## config.mk

```make
export PLATFORM = sky130hd
export DESIGN_NAME = lru_key_value_cache_flat
export DESIGN_NICKNAME = d
export VERILOG_FILES = /design/src/hw/rtl/lkv_pkg.sv /design/src/hw/rtl/lkv_if.sv /design/src/hw/rtl/lkv_cell.sv /design/src/hw/rtl/lkv_ctl.sv /design/src/hw/rtl/lru_key_value_cache.sv /design/src/flat_wrapper.sv
export SDC_FILE = /design/constraint.sdc
export NUM_CORES = 2
export LEC_CHECK = 0
export ABC_AREA = 1
export BUFFER_PORTS_ARGS = -buffer_cell sky130_fd_sc_hd__clkbuf_2
export CORE_ASPECT_RATIO = 0.8
export CORE_MARGIN = 5
export CORE_UTILIZATION = 45
export CTS_CLUSTER_SIZE = 24
export DETAILED_ROUTE_END_ITERATION = 8
export GPL_TIMING_DRIVEN = 0
export HOLD_SLACK_MARGIN = 0.02
export SLEW_MARGIN = 20
export SYNTH_ARGS = -nofsm -noshare
export SYNTH_HDL_FRONTEND = slang
export SYNTH_SLANG_ARGS = --single-unit
```

## constraint.sdc

```tcl
create_clock -name clk -period 7.2 [get_ports clk]
set_clock_uncertainty 0.2 [all_clocks]
set_input_delay 0.72 -clock clk [delete_from_list [all_inputs] [get_ports clk]]
set_output_delay 0.72 -clock clk [all_outputs]
set_load 0.02 [all_outputs]
```

## src/hw/rtl/lkv_pkg.sv

```systemverilog
// Shared constants, codes and structs of the LRU key-value cache.
package lkv_pkg;

  localparam int MAX_ENTRIES = 16;
  localparam int IDX_W = (MAX_ENTRIES > 1) ? $clog2(MAX_ENTRIES) : 1;
  localparam int CNT_W = $clog2(MAX_ENTRIES + 1);
  localparam int KEY_W = 32;
  localparam int VAL_W = 32;
  localparam int CAP_W = 5;
  localparam int CMP_W = (CAP_W > CNT_W) ? CAP_W : CNT_W;

  localparam logic [CAP_W-1:0] CAP_RESET = CAP_W'(16);

  localparam logic OP_GET = 1'b0;
  localparam logic OP_SET = 1'b1;

  // Which cell an update command lands on.
  typedef enum logic [1:0] {
    TGT_NONE,
    TGT_MATCH,
    TGT_FREE,
    TGT_OLDEST
  } tgt_sel_t;

  // Search packet handed from cell to cell.
  typedef struct packed {
    logic             vld;
    logic             found;
    logic [IDX_W-1:0] rank;
    logic [VAL_W-1:0] value;
  } link_t;

  // Update command broadcast to all cells.
  typedef struct packed {
    logic             apply;
    tgt_sel_t         sel;
    logic [CNT_W-1:0] ref_rank;
    logic [IDX_W-1:0] slot;
    logic             wr_key;
    logic             wr_val;
    logic [KEY_W-1:0] key;
    logic [VAL_W-1:0] value;
  } cmd_t;

endpackage

```

## src/hw/rtl/lkv_if.sv

```systemverilog
// Request and response channel interfaces of the LRU key-value cache.
interface lkv_req_if;
  logic               valid;
  logic               ready;
  logic               opcode;
  logic signed [31:0] key;
  logic signed [31:0] value;

  modport source (output valid, output opcode, output key, output value, input ready);
  modport sink (input valid, input opcode, input key, input value, output ready);
endinterface

interface lkv_rsp_if;
  logic               valid;
  logic               ready;
  logic               hit;
  logic signed [31:0] read_value;
  logic               evicted;

  modport source (output valid, output hit, output read_value, output evicted, input ready);
  modport sink (input valid, input hit, input read_value, input evicted, output ready);
endinterface

```

## src/hw/rtl/lkv_cell.sv

```systemverilog
// One cache entry: key, value, valid mark and recency rank, plus a search link stage.
module lkv_cell (
  input  logic                       clk,
  input  logic                       rst,
  input  logic [lkv_pkg::IDX_W-1:0]  cell_id,
  input  lkv_pkg::cmd_t              cmd,
  input  lkv_pkg::link_t             link_in,
  output lkv_pkg::link_t             link_out
);

  logic                      valid;
  logic [lkv_pkg::IDX_W-1:0] rank;
  logic [lkv_pkg::KEY_W-1:0] key;
  logic [lkv_pkg::VAL_W-1:0] value;

  logic                      link_vld;
  logic                      link_found;
  logic [lkv_pkg::IDX_W-1:0] link_rank;
  logic [lkv_pkg::VAL_W-1:0] link_value;

  logic match;
  logic is_tgt;
  logic age;

  assign match = valid && (key == cmd.key);

  always_comb begin
    case (cmd.sel)
      lkv_pkg::TGT_MATCH:  is_tgt = match;
      lkv_pkg::TGT_FREE:   is_tgt = (cell_id == cmd.slot);
      lkv_pkg::TGT_OLDEST: is_tgt = valid && (lkv_pkg::CNT_W'(rank) == cmd.ref_rank);
      default:             is_tgt = 1'b0;
    endcase
  end

  // Entries more recent than the reference rank age by one.
  assign age = valid && !is_tgt && (lkv_pkg::CNT_W'(rank) < cmd.ref_rank);

  always_ff @(posedge clk) begin
    if (rst) begin
      valid <= 1'b0;
      rank  <= '0;
    end else if (cmd.apply) begin
      if (is_tgt) begin
        valid <= 1'b1;
        rank  <= '0;
      end else if (age) begin
        rank <= rank + lkv_pkg::IDX_W'(1);
      end
    end
  end

  always_ff @(posedge clk) begin
    if (cmd.apply && is_tgt) begin
      if (cmd.wr_key) begin
        key <= cmd.key;
      end
      if (cmd.wr_val) begin
        value <= cmd.value;
      end
    end
  end

  always_ff @(posedge clk) begin
    if (rst) begin
      link_vld <= 1'b0;
    end else begin
      link_vld <= link_in.vld;
    end
  end

  // Merge this entry into the passing search packet on a key match.
  always_ff @(posedge clk) begin
    if (link_in.vld && match) begin
      link_found <= 1'b1;
      link_rank  <= rank;
      link_value <= value;
    end else begin
      link_found <= link_in.found;
      link_rank  <= link_in.rank;
      link_value <= link_in.value;
    end
  end

  assign link_out.vld   = link_vld;
  assign link_out.found = link_found;
  assign link_out.rank  = link_rank;
  assign link_out.value = link_value;

endmodule

```

## src/hw/rtl/lkv_ctl.sv

```systemverilog
// Sequencer: request capture, search launch, update decision and response register.
module lkv_ctl (
  input  logic                       clk,
  input  logic                       rst,
  input  logic                       cfg_wr_en,
  input  logic [lkv_pkg::CAP_W-1:0]  cfg_wr_data,
  lkv_req_if.sink                    req,
  lkv_rsp_if.source                  rsp,
  output lkv_pkg::link_t             head,
  input  lkv_pkg::link_t             tail,
  output lkv_pkg::cmd_t              cmd
);

  typedef enum logic [2:0] {
    ST_IDLE   = 3'b001,
    ST_SEARCH = 3'b010,
    ST_UPDATE = 3'b100
  } state_t;

  state_t state;
  state_t state_next;

  logic [lkv_pkg::CAP_W-1:0] cap;
  logic [lkv_pkg::CNT_W-1:0] filled;
  logic                      inject;

  logic                      op;
  logic [lkv_pkg::KEY_W-1:0] key;
  logic [lkv_pkg::VAL_W-1:0] value;

  logic                      hit_found;
  logic [lkv_pkg::IDX_W-1:0] hit_rank;
  logic [lkv_pkg::VAL_W-1:0] hit_value;

  logic                      rsp_valid;
  logic                      rsp_hit;
  logic [lkv_pkg::VAL_W-1:0] rsp_value;
  logic                      rsp_evicted;

  logic accept;
  logic out_free;
  logic room;
  logic finish;
  logic evict;

  assign accept   = req.valid && req.ready;
  assign req.ready = (state == ST_IDLE);
  assign out_free = !rsp_valid || rsp.ready;
  assign finish   = (state == ST_UPDATE) && out_free;

  // Capacity zero acts as one; anything above the entry count acts as full size.
  assign room = (filled < lkv_pkg::CNT_W'(lkv_pkg::MAX_ENTRIES)) &&
                ((cap == '0) ? (filled == '0)
                             : (lkv_pkg::CMP_W'(filled) < lkv_pkg::CMP_W'(cap)));

  assign evict = (op == lkv_pkg::OP_SET) && !hit_found && !room;

  always_comb begin
    state_next = state;
    unique case (state)
      ST_IDLE:   if (accept) state_next = ST_SEARCH;
      ST_SEARCH: if (tail.vld) state_next = ST_UPDATE;
      ST_UPDATE: if (out_free) state_next = ST_IDLE;
      default:   state_next = ST_IDLE;
    endcase
  end

  always_ff @(posedge clk) begin
    if (rst) begin
      state  <= ST_IDLE;
      inject <= 1'b0;
      cap    <= lkv_pkg::CAP_RESET;
      filled <= '0;
    end else begin
      state  <= state_next;
      inject <= accept;
      if (cfg_wr_en) begin
        cap <= cfg_wr_data;
      end
      if (finish && (op == lkv_pkg::OP_SET) && !hit_found && room) begin
        filled <= filled + lkv_pkg::CNT_W'(1);
      end
    end
  end

  always_ff @(posedge clk) begin
    if (accept) begin
      op    <= req.opcode;
      key   <= req.key;
      value <= req.value;
    end
    if (tail.vld) begin
      hit_found <= tail.found;
      hit_rank  <= tail.rank;
      hit_value <= tail.value;
    end
  end

  assign head.vld   = inject;
  assign head.found = 1'b0;
  assign head.rank  = '0;
  assign head.value = '0;

  always_comb begin
    cmd.apply    = finish;
    cmd.sel      = lkv_pkg::TGT_NONE;
    cmd.ref_rank = '0;
    cmd.slot     = filled[lkv_pkg::IDX_W-1:0];
    cmd.wr_key   = 1'b0;
    cmd.wr_val   = 1'b0;
    cmd.key      = key;
    cmd.value    = value;
    if (hit_found) begin
      cmd.sel      = lkv_pkg::TGT_MATCH;
      cmd.ref_rank = lkv_pkg::CNT_W'(hit_rank);
      cmd.wr_val   = (op == lkv_pkg::OP_SET);
    end else if (op == lkv_pkg::OP_SET) begin
      cmd.wr_key = 1'b1;
      cmd.wr_val = 1'b1;
      if (room) begin
        // New entry goes to the next free cell; every valid entry ages.
        cmd.sel      = lkv_pkg::TGT_FREE;
        cmd.ref_rank = filled;
      end else begin
        // Oldest entry holds the highest rank in use.
        cmd.sel      = lkv_pkg::TGT_OLDEST;
        cmd.ref_rank = filled - lkv_pkg::CNT_W'(1);
      end
    end
  end

  always_ff @(posedge clk) begin
    if (rst) begin
      rsp_valid <= 1'b0;
    end else if (finish) begin
      rsp_valid <= 1'b1;
    end else if (rsp.ready) begin
      rsp_valid <= 1'b0;
    end
  end

  always_ff @(posedge clk) begin
    if (finish) begin
      rsp_hit     <= hit_found;
      rsp_evicted <= evict;
      if (op == lkv_pkg::OP_SET) begin
        rsp_value <= '0;
      end else if (hit_found) begin
        rsp_value <= hit_value;
      end else begin
        rsp_value <= '1;
      end
    end
  end

  assign rsp.valid      = rsp_valid;
  assign rsp.hit        = rsp_hit;
  assign rsp.read_value = rsp_value;
  assign rsp.evicted    = rsp_evicted;

  a_tail_in_search: assert property (@(posedge clk) disable iff (rst)
    tail.vld |-> (state == ST_SEARCH))
    else $error("search packet left the chain outside the search phase");

  a_finish_loads_rsp: assert property (@(posedge clk) disable iff (rst)
    finish |=> rsp_valid)
    else $error("update did not produce a response");

  a_filled_bound: assert property (@(posedge clk) disable iff (rst)
    filled <= lkv_pkg::CNT_W'(lkv_pkg::MAX_ENTRIES))
    else $error("fill count beyond entry count");

  a_rsp_from_update: assert property (@(posedge clk) disable iff (rst)
    $rose(rsp_valid) |-> $past(state == ST_UPDATE))
    else $error("response raised without an update");

endmodule

```

## src/hw/rtl/lru_key_value_cache.sv

```systemverilog
// Top level of the fully associative LRU key-value cache: sequencer and chain of entry cells.
//
//   channel  dir   handshake          payload
//   req      in    req.valid/ready    opcode, key, value
//   rsp      out   rsp.valid/ready    hit, read_value, evicted
//   cfg      in    cfg_wr_en          cfg_wr_data (capacity_in_use)
//
// A transaction steps through idle to accept, the search packet walking the cell chain one
// cell per cycle, a latch of the packet at the chain end, and an update of all cells.
// Synchronous reset clears every valid mark and rank and restores capacity 16.
// The next request is taken while a response waits; a stalled rsp holds only the
// update step of the following transaction.
module lru_key_value_cache (
  input  logic                      clk,
  input  logic                      rst,
  lkv_req_if.sink                   req,
  lkv_rsp_if.source                 rsp,
  input  logic                      cfg_wr_en,
  input  logic [lkv_pkg::CAP_W-1:0] cfg_wr_data
);

  lkv_pkg::link_t chain [lkv_pkg::MAX_ENTRIES+1];
  lkv_pkg::cmd_t  cmd;

  lkv_ctl u_ctl (
    .clk         (clk),
    .rst         (rst),
    .cfg_wr_en   (cfg_wr_en),
    .cfg_wr_data (cfg_wr_data),
    .req         (req),
    .rsp         (rsp),
    .head        (chain[0]),
    .tail        (chain[lkv_pkg::MAX_ENTRIES]),
    .cmd         (cmd)
  );

  for (genvar i = 0; i < lkv_pkg::MAX_ENTRIES; i++) begin : g_cell
    lkv_cell u_cell (
      .clk      (clk),
      .rst      (rst),
      .cell_id  (lkv_pkg::IDX_W'(i)),
      .cmd      (cmd),
      .link_in  (chain[i]),
      .link_out (chain[i+1])
    );
  end

endmodule

```

## src/flat_wrapper.sv

```systemverilog
// flat-port wrapper written by rule: the top's interface ports become plain ports
module lru_key_value_cache_flat 
  (clk, rst, cfg_wr_en, cfg_wr_data, req_valid, req_opcode, req_key, req_value, req_ready, rsp_valid, rsp_hit, rsp_read_value, rsp_evicted, rsp_ready);
  lkv_req_if req_i ();
  lkv_rsp_if rsp_i ();
  input  logic clk;
  input  logic rst;
  input  logic cfg_wr_en;
  input  logic [lkv_pkg::CAP_W-1:0] cfg_wr_data;
  input wire logic [$bits(req_i.valid)-1:0] req_valid;
  input wire logic [$bits(req_i.opcode)-1:0] req_opcode;
  input wire logic [$bits(req_i.key)-1:0] req_key;
  input wire logic [$bits(req_i.value)-1:0] req_value;
  output wire logic [$bits(req_i.ready)-1:0] req_ready;
  output wire logic [$bits(rsp_i.valid)-1:0] rsp_valid;
  output wire logic [$bits(rsp_i.hit)-1:0] rsp_hit;
  output wire logic [$bits(rsp_i.read_value)-1:0] rsp_read_value;
  output wire logic [$bits(rsp_i.evicted)-1:0] rsp_evicted;
  input wire logic [$bits(rsp_i.ready)-1:0] rsp_ready;
  assign req_i.valid = req_valid;
  assign req_i.opcode = req_opcode;
  assign req_i.key = req_key;
  assign req_i.value = req_value;
  assign req_ready = req_i.ready;
  assign rsp_valid = rsp_i.valid;
  assign rsp_hit = rsp_i.hit;
  assign rsp_read_value = rsp_i.read_value;
  assign rsp_evicted = rsp_i.evicted;
  assign rsp_i.ready = rsp_ready;
  lru_key_value_cache u_core (.clk(clk), .rst(rst), .req(req_i), .rsp(rsp_i), .cfg_wr_en(cfg_wr_en), .cfg_wr_data(cfg_wr_data));
endmodule
```

==> implementation parameters <==
Parameter                              Value

Routing
  Count of vias placed by the detailed router ... 50.4k
  Routed WL per cell ... 24.3 um
  DR DRC count ... 0
  Vias per Instance ... 5.18
  Routed Wire Length ... 236 mm
  Starting DRT DRC Count ... 7014
  Detail Route Antenna Nets ... 0
  Number of search-and-repair iterations in the first detailed-routing pass ... 6

Global routing
  Number of global-route vias before repair ... 47.0k
  Maximum number of pins on one net before global-route repair ... 44
  Total global-route track usage ... 0.276
  Initial antenna violation count ... 28
  Aggregate global routing overflow ... 0
  Global-route wire length before repair ... 335 mm

Cells and area
  Final core area utilization ... 0.526
  Fin nets ... 7595
  Final instance count without filler cells ... 9736
  Final instance area ... 0.0849 sq mm
  Fraction of layout instances using a drive strength above 1 ... 0.107
  Layout filler cell count ... 13.9k
  Most common cell after layout, fill and taps aside ... nand2_1
  Area growth from synthesis to layout ... 16.6%
  Top library cells by usage in the layout, fill and taps aside ... nand2_1, edfxtp_1, inv_1

Yosys
  Synth warnings ... 0
  Number of distinct standard cells referenced by the synthesized netlist ... 52
  Largest area contributor in the synthesized netlist ... edfxtp_1
  Area share of the largest cell type after synthesis ... 0.478
  Count of flip-flops with a built-in enable after synthesis ... 1160
  Number of synthesized register bits ... 1863
  Area of the mapped netlist ... 0.0728 sq mm
  Cell count after synthesis ... 6977
  Sequential area share after synthesis ... 0.672
  Top_reg_cell synth ... edfxtp_1
  Mean Syn Cell Area ... 10.4 sq um
  Top post-synthesis cells by area ... edfxtp_1, dfxtp_1, nand2_1
  Net count after synthesis ... 7141
  Proportion of register bits with asynchronous set or reset after synthesis ... 0

CTS
  TritonCTS clock tree ... done
  Largest buffer count on any clock path ... 3
  Hold buffer count at cts ... 65
  CTS root buf ... clkbuf_16
  Clock sink total ... 1863
  H-tree lvl count ... 4
  Number of resized instances in the post-cts repair step ... 0
  Post-CTS setup buffer count ... 0
  Clk slew on worst S/H paths ... 0.06 ns
  Clk Latency, worst-skew pair ... 0.84 ns
  Num CTS Buffers ... 186

Critical path
  Sort of element at the end of the critical path ... flop
  Largest driver fanout on the critical path ... 29
  Startpoint types ... flop
  Critical path required time ... 7.51 ns
  FF-to-FF setup slack ... 1.14 ns
  Launch point of the worst reg-to-reg path ... u_core.u_ctl.hit_found
  Data arrival time of the critical path ... 6.37 ns
  Capturing point of the worst reg2reg path ... u_core.g_cell[2].u_cell.value[10]
  Worst Setup Path Type ... flop to flop
  Register-to-Register Path Depth ... 13

Floorplanning
  Full die area ... 0.170 sq mm
  Die Y ... 370 um
  Die outline width ... 460 um
  Site row count ... 132
  Total core area ... 0.161 sq mm
  Initial core utilization ... 0.451
  Number of top-level pins ... 111

Placement
  Weighted congestion at the end of routability-driven global placement ... 0.989
  Post-detail-place hpwl ... 172 mm
  Post-detailed-placement cell area ... 0.0780 sq mm
  Setup WS pre-CTS ... 1.36 ns
  Count of buffers inserted at the top-level ports ... 109
  Placed insts ... 9322

Timing
  Final count of negative-setup-slack endpoints ... 0
  Share of the clock period used by the worst path after layout ... 0.842
  Max-slew violation total from the final report ... 0
  Fmax ... 165 MHz
  Setup repair after global routing missed its margin ... no
  Slew HR ... 0.198
  Final count of hold timing violations ... 0
  Post-route setup TNS ... 0 ns
  Measured slew at the worst slew-check pin ... 1.20 ns
  PnR worst setup slack ... 1.14 ns
  Final Critical Period ... 6.06 ns

Pwr
  Standby leakage power ... 0.0345 uW
  Pwr per Cell Area ... 267 mW/mm^2
  Peak supply drop ... 191 uV

Run status
  Status ... finished clean

Min path
  Cells on Worst Hold Path ... 3
  Hold_sp ... cfg_wr_data[4]
  End point of the most critical hold path ... u_core.u_ctl.cap[4]
  Class of the tightest hold or removal check ... primary input to flop

Run
  Max-capacitance violation count ... 0
## registers in the layout, indices dropped and copies added (netlist names), 16 cells and up
register	count
u_core.g_cell.u_cell.rank	64
u_core.g_cell.u_cell.link_value	512
u_core.u_ctl.value	32
u_core.u_ctl.key	32
u_core.g_cell.u_cell.link_rank	64
u_core.g_cell.u_cell.key	512
u_core.g_cell.u_cell.link_vld	16
u_core.g_cell.u_cell.link_found	16
u_core.u_ctl.rsp.read_value	32
u_core.u_ctl.hit_value	32
u_core.g_cell.u_cell.valid	16
u_core.g_cell.u_cell.value	512
## layer usage
layer	share of wire	global-route usage	up-vias
met2	0.38	0.366	2440
met3	0.11	0.0711	462
li1	-	-	23800
met1	0.47	0.431	23700
met5	0.000085	0	-
met4	0.039	0.0949	4
## cell families after synthesis
family                   after synthesis  synth area share
multiplexers                          68            0.0108
flip-flops                          1863             0.672
AO/OA/AOI/OAI                        606            0.0427
XOR/XNOR                             181            0.0218
AND/OR/NAND/NOR                     3017             0.174
buffers and inverters               1153            0.0640
adder cells (fa/ha/maj)               89            0.0153
## how the worst max path moves through the flow
stage,to,depth (start not counted),from
after floorplan,u_core.g_cell[10].u_cell.key[0],14,u_core.u_ctl.filled[0]
after global placement,u_core.g_cell[2].u_cell.value[20],11,u_core.u_ctl.hit_found
after detailed placement,u_core.g_cell[2].u_cell.value[20],13,u_core.u_ctl.hit_found
after CTS,u_core.g_cell[2].u_cell.value[10],13,u_core.u_ctl.hit_found
after global routing,u_core.g_cell[2].u_cell.value[18],13,u_core.u_ctl.hit_found
final,u_core.g_cell[2].u_cell.value[10],13,u_core.u_ctl.hit_found
## synth_stat cells (28+ instances only)
cell and count:
nand3_1 220, nor3_1 48, a21oi_1 150, inv_1 905, clkbuf_1 102, ha_1 89
nor2_1 504, nand3b_1 35, or2_2 50, mux2_2 58, o21ai_1 28, buf_2 70
nor4_1 28, dfxtp_1 703, xnor2_1 67, o21ai_0 401, xor2_1 114, nand4_1 192
inv_2 29, nand2_1 1895, edfxtp_1 1160
## metrics by stage
stage          hold WS, ns  total power [uW]
4_1_cts             0.0423             22800
3_3_place_gp         0.186             12900
3_5_place_dp         0.189             13000
6_report            0.0921             22700
5_1_grt             0.0651             23300
2_1_floorplan        0.186             12200
## area by class of cell
| cell class | instances | area [sq um] | area share |
|---|---|---|---|
| Clock buffer | 272 | 5460 | 0.0643 |
| Tap cell | 2144 | 2680 | 0.0316 |
| Clock inverter | 74 | 773 | 0.00911 |
| Antenna cell | 3 | 7.51 | 0.0000884 |
| Buffer | 217 | 1160 | 0.0136 |
| Sequential cell | 1863 | 48900 | 0.576 |
| Multi-Input combinational cell | 3961 | 19500 | 0.230 |
| Timing Repair Buffer | 266 | 2880 | 0.0340 |
| Inverter | 936 | 3520 | 0.0414 |
## power breakdown
group / internal (uW) / switching [uW] / leakage, uW
logic: 324 / 972 / 0.0154
registers: 11400 / 187 / 0.0161
clock network: 5580 / 4200 / 0.00304
total: 17300 / 5360 / 0.0345
## worst max-delay path: stages (launching register included)
cell      delay, ns
edfxtp_1       0.35
clkbuf_2       0.53
buf_1          0.72
clkbuf_1       0.90
a22oi_2        0.52
buf_6          0.32
ha_1           0.32
nand2_1        0.06
nor2_1         0.35
nand4_1        0.16
nand3_1        0.38
nand2_1        0.35
nor2_4         0.32
buf_12         0.23
Power figures use the tool's default switching activity.
